<file path="src/design/retry_backoff_scheduler_top_assert.svh">
// ----------------------------------------------------------------------------
// retry_backoff_scheduler_top_assert.svh
// Assertion macros for the retry backoff scheduler.
// ----------------------------------------------------------------------------
`ifndef RETRY_BACKOFF_SCHEDULER_TOP_ASSERT_SVH
`define RETRY_BACKOFF_SCHEDULER_TOP_ASSERT_SVH

`ifndef SYNTHESIS
// checked outside reset
`define RBS_ASSERT(lbl, clk, rst_n, prop) \
    lbl: assert property (@(posedge clk) disable iff (!rst_n) (prop)) \
        else $error("rbs assertion failed");
// checked during reset as well
`define RBS_ASSERT_ALWAYS(lbl, clk, prop) \
    lbl: assert property (@(posedge clk) (prop)) \
        else $error("rbs assertion failed");
`else
`define RBS_ASSERT(lbl, clk, rst_n, prop)
`define RBS_ASSERT_ALWAYS(lbl, clk, prop)
`endif

`endif

</file>
<file path="src/design/rbs_pkg.sv">
// ----------------------------------------------------------------------------
// rbs_pkg
// Shared types and constants of the retry backoff scheduler.
// ----------------------------------------------------------------------------
`default_nettype none

package rbs_pkg;

    localparam int DELAY_W  = 16;
    localparam int TIME_W   = 32;
    localparam int LEVEL_W  = 3;
    localparam int KIND_W   = 2;
    localparam int CFG_AW   = 3;
    localparam int NUM_STEP = 5;

    // event kinds
    localparam logic [KIND_W-1:0] REQ_POLL    = 2'd0;
    localparam logic [KIND_W-1:0] REQ_FAILURE = 2'd1;
    localparam logic [KIND_W-1:0] REQ_SUCCESS = 2'd2;

    // register indexes
    localparam logic [CFG_AW-1:0] CFG_DELAY0 = 3'd0;
    localparam logic [CFG_AW-1:0] CFG_DELAY1 = 3'd1;
    localparam logic [CFG_AW-1:0] CFG_DELAY2 = 3'd2;
    localparam logic [CFG_AW-1:0] CFG_DELAY3 = 3'd3;
    localparam logic [CFG_AW-1:0] CFG_DELAY4 = 3'd4;

    localparam logic [DELAY_W-1:0] DELAY0_RST = 16'd15;
    localparam logic [DELAY_W-1:0] DELAY1_RST = 16'd30;
    localparam logic [DELAY_W-1:0] DELAY2_RST = 16'd60;
    localparam logic [DELAY_W-1:0] DELAY3_RST = 16'd120;
    localparam logic [DELAY_W-1:0] DELAY4_RST = 16'd300;

    localparam logic [LEVEL_W-1:0] LEVEL_CAP = 3'd4;

    // delay * 1000 fits in 26 bits
    localparam int PROD_W = DELAY_W + 10;

    typedef logic [NUM_STEP-1:0][DELAY_W-1:0] delay_arr_t;

    typedef struct packed {
        logic [LEVEL_W-1:0] level;
        logic [TIME_W-1:0]  next_ms;
    } sched_state_t;

    typedef struct packed {
        logic               ready;
        logic [DELAY_W-1:0] delay;
    } sched_result_t;

endpackage

`default_nettype wire

</file>
<file path="src/design/rbs_step.sv">
// ----------------------------------------------------------------------------
// rbs_step
// Per-event logic: readiness check, delay select and schedule update.
// ----------------------------------------------------------------------------
`default_nettype none

module rbs_step (
    input  wire logic [rbs_pkg::KIND_W-1:0] kind,
    input  wire logic [rbs_pkg::TIME_W-1:0] now_ms,
    input  wire rbs_pkg::delay_arr_t        delays,
    input  wire rbs_pkg::sched_state_t      state_cur,
    output rbs_pkg::sched_state_t           state_nxt,
    output rbs_pkg::sched_result_t          result
);

    logic [rbs_pkg::TIME_W-1:0]  diff;
    logic [rbs_pkg::LEVEL_W-1:0] lvl;
    logic [rbs_pkg::DELAY_W-1:0] sel_delay;
    logic [rbs_pkg::PROD_W-1:0]  delay_ms;

    assign diff = now_ms - state_cur.next_ms;

    assign lvl = (state_cur.level > rbs_pkg::LEVEL_CAP) ? rbs_pkg::LEVEL_CAP
                                                        : state_cur.level;

    always_comb begin
        unique case (lvl)
            3'd0:    sel_delay = delays[0];
            3'd1:    sel_delay = delays[1];
            3'd2:    sel_delay = delays[2];
            3'd3:    sel_delay = delays[3];
            default: sel_delay = delays[4];
        endcase
    end

    // x*1000 = x*1024 - x*16 - x*8
    assign delay_ms = {sel_delay, 10'b0}
                    - {6'b0, sel_delay, 4'b0}
                    - {7'b0, sel_delay, 3'b0};

    always_comb begin
        state_nxt     = state_cur;
        result.ready  = ~diff[rbs_pkg::TIME_W-1];
        result.delay  = '0;
        unique case (kind)
            rbs_pkg::REQ_FAILURE: begin
                result.delay      = sel_delay;
                state_nxt.level   = (lvl < rbs_pkg::LEVEL_CAP) ? lvl + 3'd1 : lvl;
                state_nxt.next_ms = now_ms
                                  + {{(rbs_pkg::TIME_W-rbs_pkg::PROD_W){1'b0}}, delay_ms};
            end
            rbs_pkg::REQ_SUCCESS: begin
                state_nxt.level   = '0;
                state_nxt.next_ms = now_ms;
            end
            default: begin
                // poll and the unused kind leave the schedule alone
                state_nxt = state_cur;
            end
        endcase
    end

endmodule

`default_nettype wire

</file>
<file path="src/design/retry_backoff_scheduler_top.sv">
// Throughput: one word per cycle while m_tready does not stall the output.
// An accepted word passes the input register, then the schedule update
// and result register before its result is valid, with state fed back.
// Backpressure from m_tready reaches s_tready through the two stage enables.
// Reset (aresetn low, synchronous): level 0, next attempt 0, delay
// registers back to 15/30/60/120/300 s, both stages empty.
// ----------------------------------------------------------------------------
// retry_backoff_scheduler_top
// Capped backoff retry timer with configurable per-level delays.
// ----------------------------------------------------------------------------
`default_nettype none
`include "retry_backoff_scheduler_top_assert.svh"

module retry_backoff_scheduler_top (
    input  wire logic                        aclk,
    input  wire logic                        aresetn,
    // config write port
    input  wire logic                        cfg_we,
    input  wire logic [rbs_pkg::CFG_AW-1:0]  cfg_addr,
    input  wire logic [rbs_pkg::DELAY_W-1:0] cfg_wdata,
    // input stream
    input  wire logic                        s_tvalid,
    output logic                             s_tready,
    input  wire logic [31:0]                 s_tdata,   // [31:0] now_ms
    input  wire logic [1:0]                  s_tuser,   // [1:0] req_type
    // result stream
    output logic                             m_tvalid,
    input  wire logic                        m_tready,
    output logic [23:0]                      m_tdata    // [0] ready_res,
                                                        // [16:1] delay_seconds,
                                                        // [23:17] zero
);

    rbs_pkg::delay_arr_t delay_reg;

    logic                        in_valid_reg;
    logic [rbs_pkg::KIND_W-1:0]  in_kind_reg;
    logic [rbs_pkg::TIME_W-1:0]  in_now_reg;

    logic                        out_valid_reg;
    rbs_pkg::sched_result_t      out_res_reg;

    rbs_pkg::sched_state_t       state_reg;
    rbs_pkg::sched_state_t       state_next;
    rbs_pkg::sched_result_t      res_next;

    logic out_adv;
    logic step;
    logic s_accept;

    assign out_adv  = !out_valid_reg || m_tready;
    assign step     = in_valid_reg && out_adv;
    assign s_tready = !in_valid_reg || out_adv;
    assign s_accept = s_tvalid && s_tready;

    // config registers
    always_ff @(posedge aclk) begin
        if (!aresetn) begin
            delay_reg[0] <= rbs_pkg::DELAY0_RST;
            delay_reg[1] <= rbs_pkg::DELAY1_RST;
            delay_reg[2] <= rbs_pkg::DELAY2_RST;
            delay_reg[3] <= rbs_pkg::DELAY3_RST;
            delay_reg[4] <= rbs_pkg::DELAY4_RST;
        end else if (cfg_we) begin
            unique case (cfg_addr)
                rbs_pkg::CFG_DELAY0: delay_reg[0] <= cfg_wdata;
                rbs_pkg::CFG_DELAY1: delay_reg[1] <= cfg_wdata;
                rbs_pkg::CFG_DELAY2: delay_reg[2] <= cfg_wdata;
                rbs_pkg::CFG_DELAY3: delay_reg[3] <= cfg_wdata;
                rbs_pkg::CFG_DELAY4: delay_reg[4] <= cfg_wdata;
                default: ;  // writes past the last register are dropped
            endcase
        end
    end

    // input stage
    always_ff @(posedge aclk) begin
        if (!aresetn) begin
            in_valid_reg <= 1'b0;
        end else if (s_tready) begin
            in_valid_reg <= s_tvalid;
        end
    end

    always_ff @(posedge aclk) begin
        if (s_accept) begin
            in_kind_reg <= s_tuser;
            in_now_reg  <= s_tdata;
        end
    end

    rbs_step u_step (
        .kind      (in_kind_reg),
        .now_ms    (in_now_reg),
        .delays    (delay_reg),
        .state_cur (state_reg),
        .state_nxt (state_next),
        .result    (res_next)
    );

    // schedule state and result stage
    always_ff @(posedge aclk) begin
        if (!aresetn) begin
            state_reg     <= '0;
            out_valid_reg <= 1'b0;
        end else begin
            if (step) begin
                state_reg <= state_next;
            end
            if (out_adv) begin
                out_valid_reg <= in_valid_reg;
            end
        end
    end

    always_ff @(posedge aclk) begin
        if (step) begin
            out_res_reg <= res_next;
        end
    end

    assign m_tvalid = out_valid_reg;
    assign m_tdata  = {7'b0, out_res_reg.delay, out_res_reg.ready};

    // ------------------------------------------------------------------------
    // assertions
    // ------------------------------------------------------------------------
    `RBS_ASSERT(a_level_capped, aclk, aresetn, state_reg.level <= rbs_pkg::LEVEL_CAP)

    `RBS_ASSERT(a_success_clears, aclk, aresetn, (step && in_kind_reg == rbs_pkg::REQ_SUCCESS) |=> (state_reg.level == '0 && state_reg.next_ms == $past(in_now_reg)))

    `RBS_ASSERT(a_poll_holds, aclk, aresetn, (step && in_kind_reg != rbs_pkg::REQ_FAILURE && in_kind_reg != rbs_pkg::REQ_SUCCESS) |=> $stable(state_reg))

    `RBS_ASSERT(a_no_delay_unless_fail, aclk, aresetn, (step && in_kind_reg != rbs_pkg::REQ_FAILURE) |=> (out_res_reg.delay == '0))

    `RBS_ASSERT_ALWAYS(a_stall_only_when_full, aclk, !s_tready |-> (in_valid_reg && out_valid_reg && !m_tready))

endmodule

`default_nettype wire
</file>
<file path="config.mk">
export PLATFORM = sky130hd
export DESIGN_NAME = retry_backoff_scheduler_top
export DESIGN_NICKNAME = d
export VERILOG_FILES = /design/src/design/rbs_pkg.sv /design/src/design/rbs_step.sv /design/src/design/retry_backoff_scheduler_top.sv
export VERILOG_INCLUDE_DIRS = /design/src /design/src/design
export SDC_FILE = /design/constraint.sdc
export NUM_CORES = 1
export LEC_CHECK = 0
export BUFFER_PORTS_ARGS = -buffer_cell sky130_fd_sc_hd__buf_2
export CORE_UTILIZATION = 55
export CTS_CLUSTER_DIAMETER = 150
export CTS_CLUSTER_SIZE = 28
export DETAILED_ROUTE_END_ITERATION = 12
export PLACE_DENSITY = 0.71
export SYNTH_ARGS = -nofsm -noshare
export SYNTH_HDL_FRONTEND = slang
export SYNTH_SLANG_ARGS = --single-unit
</file>
<file path="constraint.sdc">
create_clock -name aclk -period 7.2 [get_ports aclk]
set_input_delay 1.44 -clock aclk [delete_from_list [all_inputs] [get_ports aclk]]
set_output_delay 1.44 -clock aclk [all_outputs]
set_load 0.005 [all_outputs]
</file>
==> impl_results.md <==
* Status: complete, but fails checks
* Failing checks: DRC
* R2R cell count at 19
* Simple-gate share of the synthesized area at 0.176
* Synth Area in XOR/XNOR at 0.0382
* Asr flop ratio synth at 0
* Setup slack, reg-to-reg at 940 ps
* Fmax at 160 MHz
* Post-CTS Setup Bufs at 0
* Yosys cell types at 64
* Vert. Die Dim at 139 um
* EDFF count, synth at 51
* Reg2reg start: state_reg[33]$_SDFFE_PN0P_
* Adder-cell share of the synthesized area at 0.127
* Final TNS setup at 0 ps
* Max-slew violations at 0
* Worst Path Arrival at 6580 ps
* Area of the core at 18,100 um2
* Clock Power Share at 0.341
* Post-synth top area cell: dfxtp_1
* Top post-synthesis cells by area: dfxtp_1, edfxtp_1, ha_1
* Max FFs per register at 80
* Complex-gate fraction of the synthesized area at 0.173
* Drt wl/cell at 18.2 um
* Reg-to-reg endpoint: state_reg[25]$_SDFFE_PN0P_
* Number of remaining DRC errors at 5
* Mux share of post-synthesis cell area at 0.0591
* Clock sink count at 168
* CTS tree: done
* Largest family of logic cells by synthesized area: simple AND/OR/NAND/NOR gates
* Clk root buf: clkbuf_16
* CTS resizes at 0
* Maximum buffer depth of the clock tree at 2
* Initial DRC count at 579
* Total grt overflow at 0
* Fin crit period at 6260 ps
* PortBufs at 76
* Die ar. at 19,200 um2
* RSZ-0062 raised after global routing: no
* Clock slew at reported path FFs at 70 ps
* Routed Antenna Nets at 0
* TritonCTS Buffers at 17
* Syn_area_per_cell at 8.81 um2
* Area grow syn2layout at 11.5%
* Antenna violations before repair at 0
* Crit-path max FO at 11
* Via Count at 8,608
* Worst vdd ir at 0.000185 V
* Clock Skews at 19.1 ps
* Routed vias/inst at 5.88
* Flop pwr share at 0.366
* Least-Margin Pin Slew at 1100 ps
* Global Route Usage Sum at 0.285
* Final period util at 0.870
* First-pass GRT wire length at 42.7 mm
* Skew-Pair Late Insertion Delay at 460 ps
* Row cnt at 49
* Core Util, Final at 0.632
* Max H-tree Level at 4
* Critical Path Source: state_reg[33]$_SDFFE_PN0P_
* Logic pwr share at 0.293
* Post-synthesis cell count at 1,167
* GPL Wtd Cong at 0.942
* Post-synth top flop: dfxtp_1
* DR pass1 iterations at 9
* Sw frac at 0.345
* Count leader, synth: nand2_1
* Dpl hpwl at 19.4 mm
* Min-delay worst type: reg -> reg
* Fin nets at 1,378
* Power Density at 250 nW/um2
* WHS Endpoint: delay_reg[55]$_SDFFE_PN0P_
* Pin count of the biggest net entering global routing at 82
* Vias in the first global route at 8,276
* Slew margin rel. at 0.260
* Hold_sp: delay_reg[55]$_SDFFE_PN0P_
* Crit path launch type: register
* Total Wirelength at 26.7 mm
* Final hold viol count at 0
* # diodes at 0
* Share of layout cells above drive strength 1 at 0.126
* WS Path Type: reg -> reg
* Hold Path Depth at 2
* Most frequent cells after synthesis: nand2_1, a21oi_1, dfxtp_1
* Die W at 139 um
* Cell internal pwr at 1.87 mW
* Worst hold margin at 457 ps
* Yosys Warn Count at 0
* Maxcap violations at 0
* Final setup violation count at 0
* Synth Cell Area at 10,300 um2
* Synth Register Bits at 168
* Initial core utilization at 0.566
* Seq/Total Area, Yosys at 0.377
* Synth top area share at 0.228
* Pleak at 4.67 nW
* Net Sw Power at 0.987 mW
* Top-level I/O count at 84
* Critical path endpoint category: register
* CP Data Required Time at 7520 ps
* # hold bufs at CTS at 0
==> power groups by stage <==
stage / clock, mW / combinational [mW] / sequential, mW
after global placement: 0 / 0.824 / 1.07
after global routing: 1.03 / 0.927 / 1.05
after floorplan: 0 / 0.625 / 1.06
after detailed placement: 0 / 0.824 / 1.07
final: 0.975 / 0.840 / 1.05
after CTS: 0.985 / 0.830 / 1.05
==> placed cells by master, fill, tap and decap left out, drive strengths merged, types with 3 or more instances in the layout <==
cell type / n
nand2: 207
mux2i: 23
fa: 10
nand3: 43
nand2b: 9
nor3: 8
xnor2: 22
a21o: 25
a21oi: 123
edfxtp: 51
nor2b: 31
a31oi: 8
buf: 92
o21a: 10
clkinv: 3
and3: 11
ha: 88
inv: 77
o211ai: 14
o31ai: 7
or4: 3
nor2: 58
o21ai: 54
o211a: 5
clkbuf: 18
o21bai: 5
nand4: 15
and2: 5
xor2: 22
mux4: 16
dfxtp: 117
conb: 7
a211oi: 15
==> final cells by class <==
| type | instances | area, um2 |
|---|---|---|
| Clock buffer | 18 | 439 |
| Inverter | 67 | 251 |
| Sequential cell | 168 | 3870 |
| Timing Repair Buffer | 92 | 500 |
| Fill cell | 1545 | 6690 |
| Multi-Input combinational cell | 876 | 5920 |
| Clock inverter | 14 | 194 |
| Tap cell | 229 | 287 |
==> kinds of logic after synthesis <==
family          after synthesis
mux                          39
buf+inv                     129
xor+xnor                     44
flops                       168
compound gates              287
simple gates                401
other cells                   1
fa+ha+maj                    98
==> metal layers <==
layer	wire length, um	global-route usage
met5	0	0
met4	767	0.122
met3	1260	0.0483
met2	13300	0.493
met1	11300	0.354
==> worst max-delay path by stage <==
| stage | to | slack, ps |
|---|---|---|
| after detailed placement | state_reg[25]$_SDFFE_PN0P_ | 1060 |
| after floorplan | state_reg[25]$_SDFFE_PN0P_ | 1420 |
| after global routing | state_reg[25]$_SDFFE_PN0P_ | 630 |
| after CTS | state_reg[25]$_SDFFE_PN0P_ | 1010 |
| after global placement | state_reg[25]$_SDFFE_PN0P_ | 1160 |
| final | state_reg[25]$_SDFFE_PN0P_ | 940 |
==> stage by stage <==
step / setup slack, ps / std cells / cell area (um2) / total power [mW]
finish: 939 / 1464 / 11500 / 2.86
floorplan: 1420 / 1173 / 10300 / 1.68
global placement: 1160 / 1432 / 10800 / 1.89
detailed placement: 1060 / 1432 / 10800 / 1.89
CTS: 1010 / 1464 / 11500 / 2.86
global route: 630 / 1464 / 11500 / 3.01
==> worst max-delay path: stages (launching register included) <==
cell,delay (ps)
dfxtp_1,690
buf_4,290
mux4_2,330
mux2i_2,450
inv_1,190
fa_1,520
ha_1,440
nand4_1,150
o31ai_1,500
nand4_2,200
nand2_1,120
xor2_1,250
ha_1,310
and3_1,190
and3_1,190
a32o_1,200
a211oi_1,500
a31oi_1,190
nor4b_1,310
nor3_1,110
(Power assumes the default switching activity.)
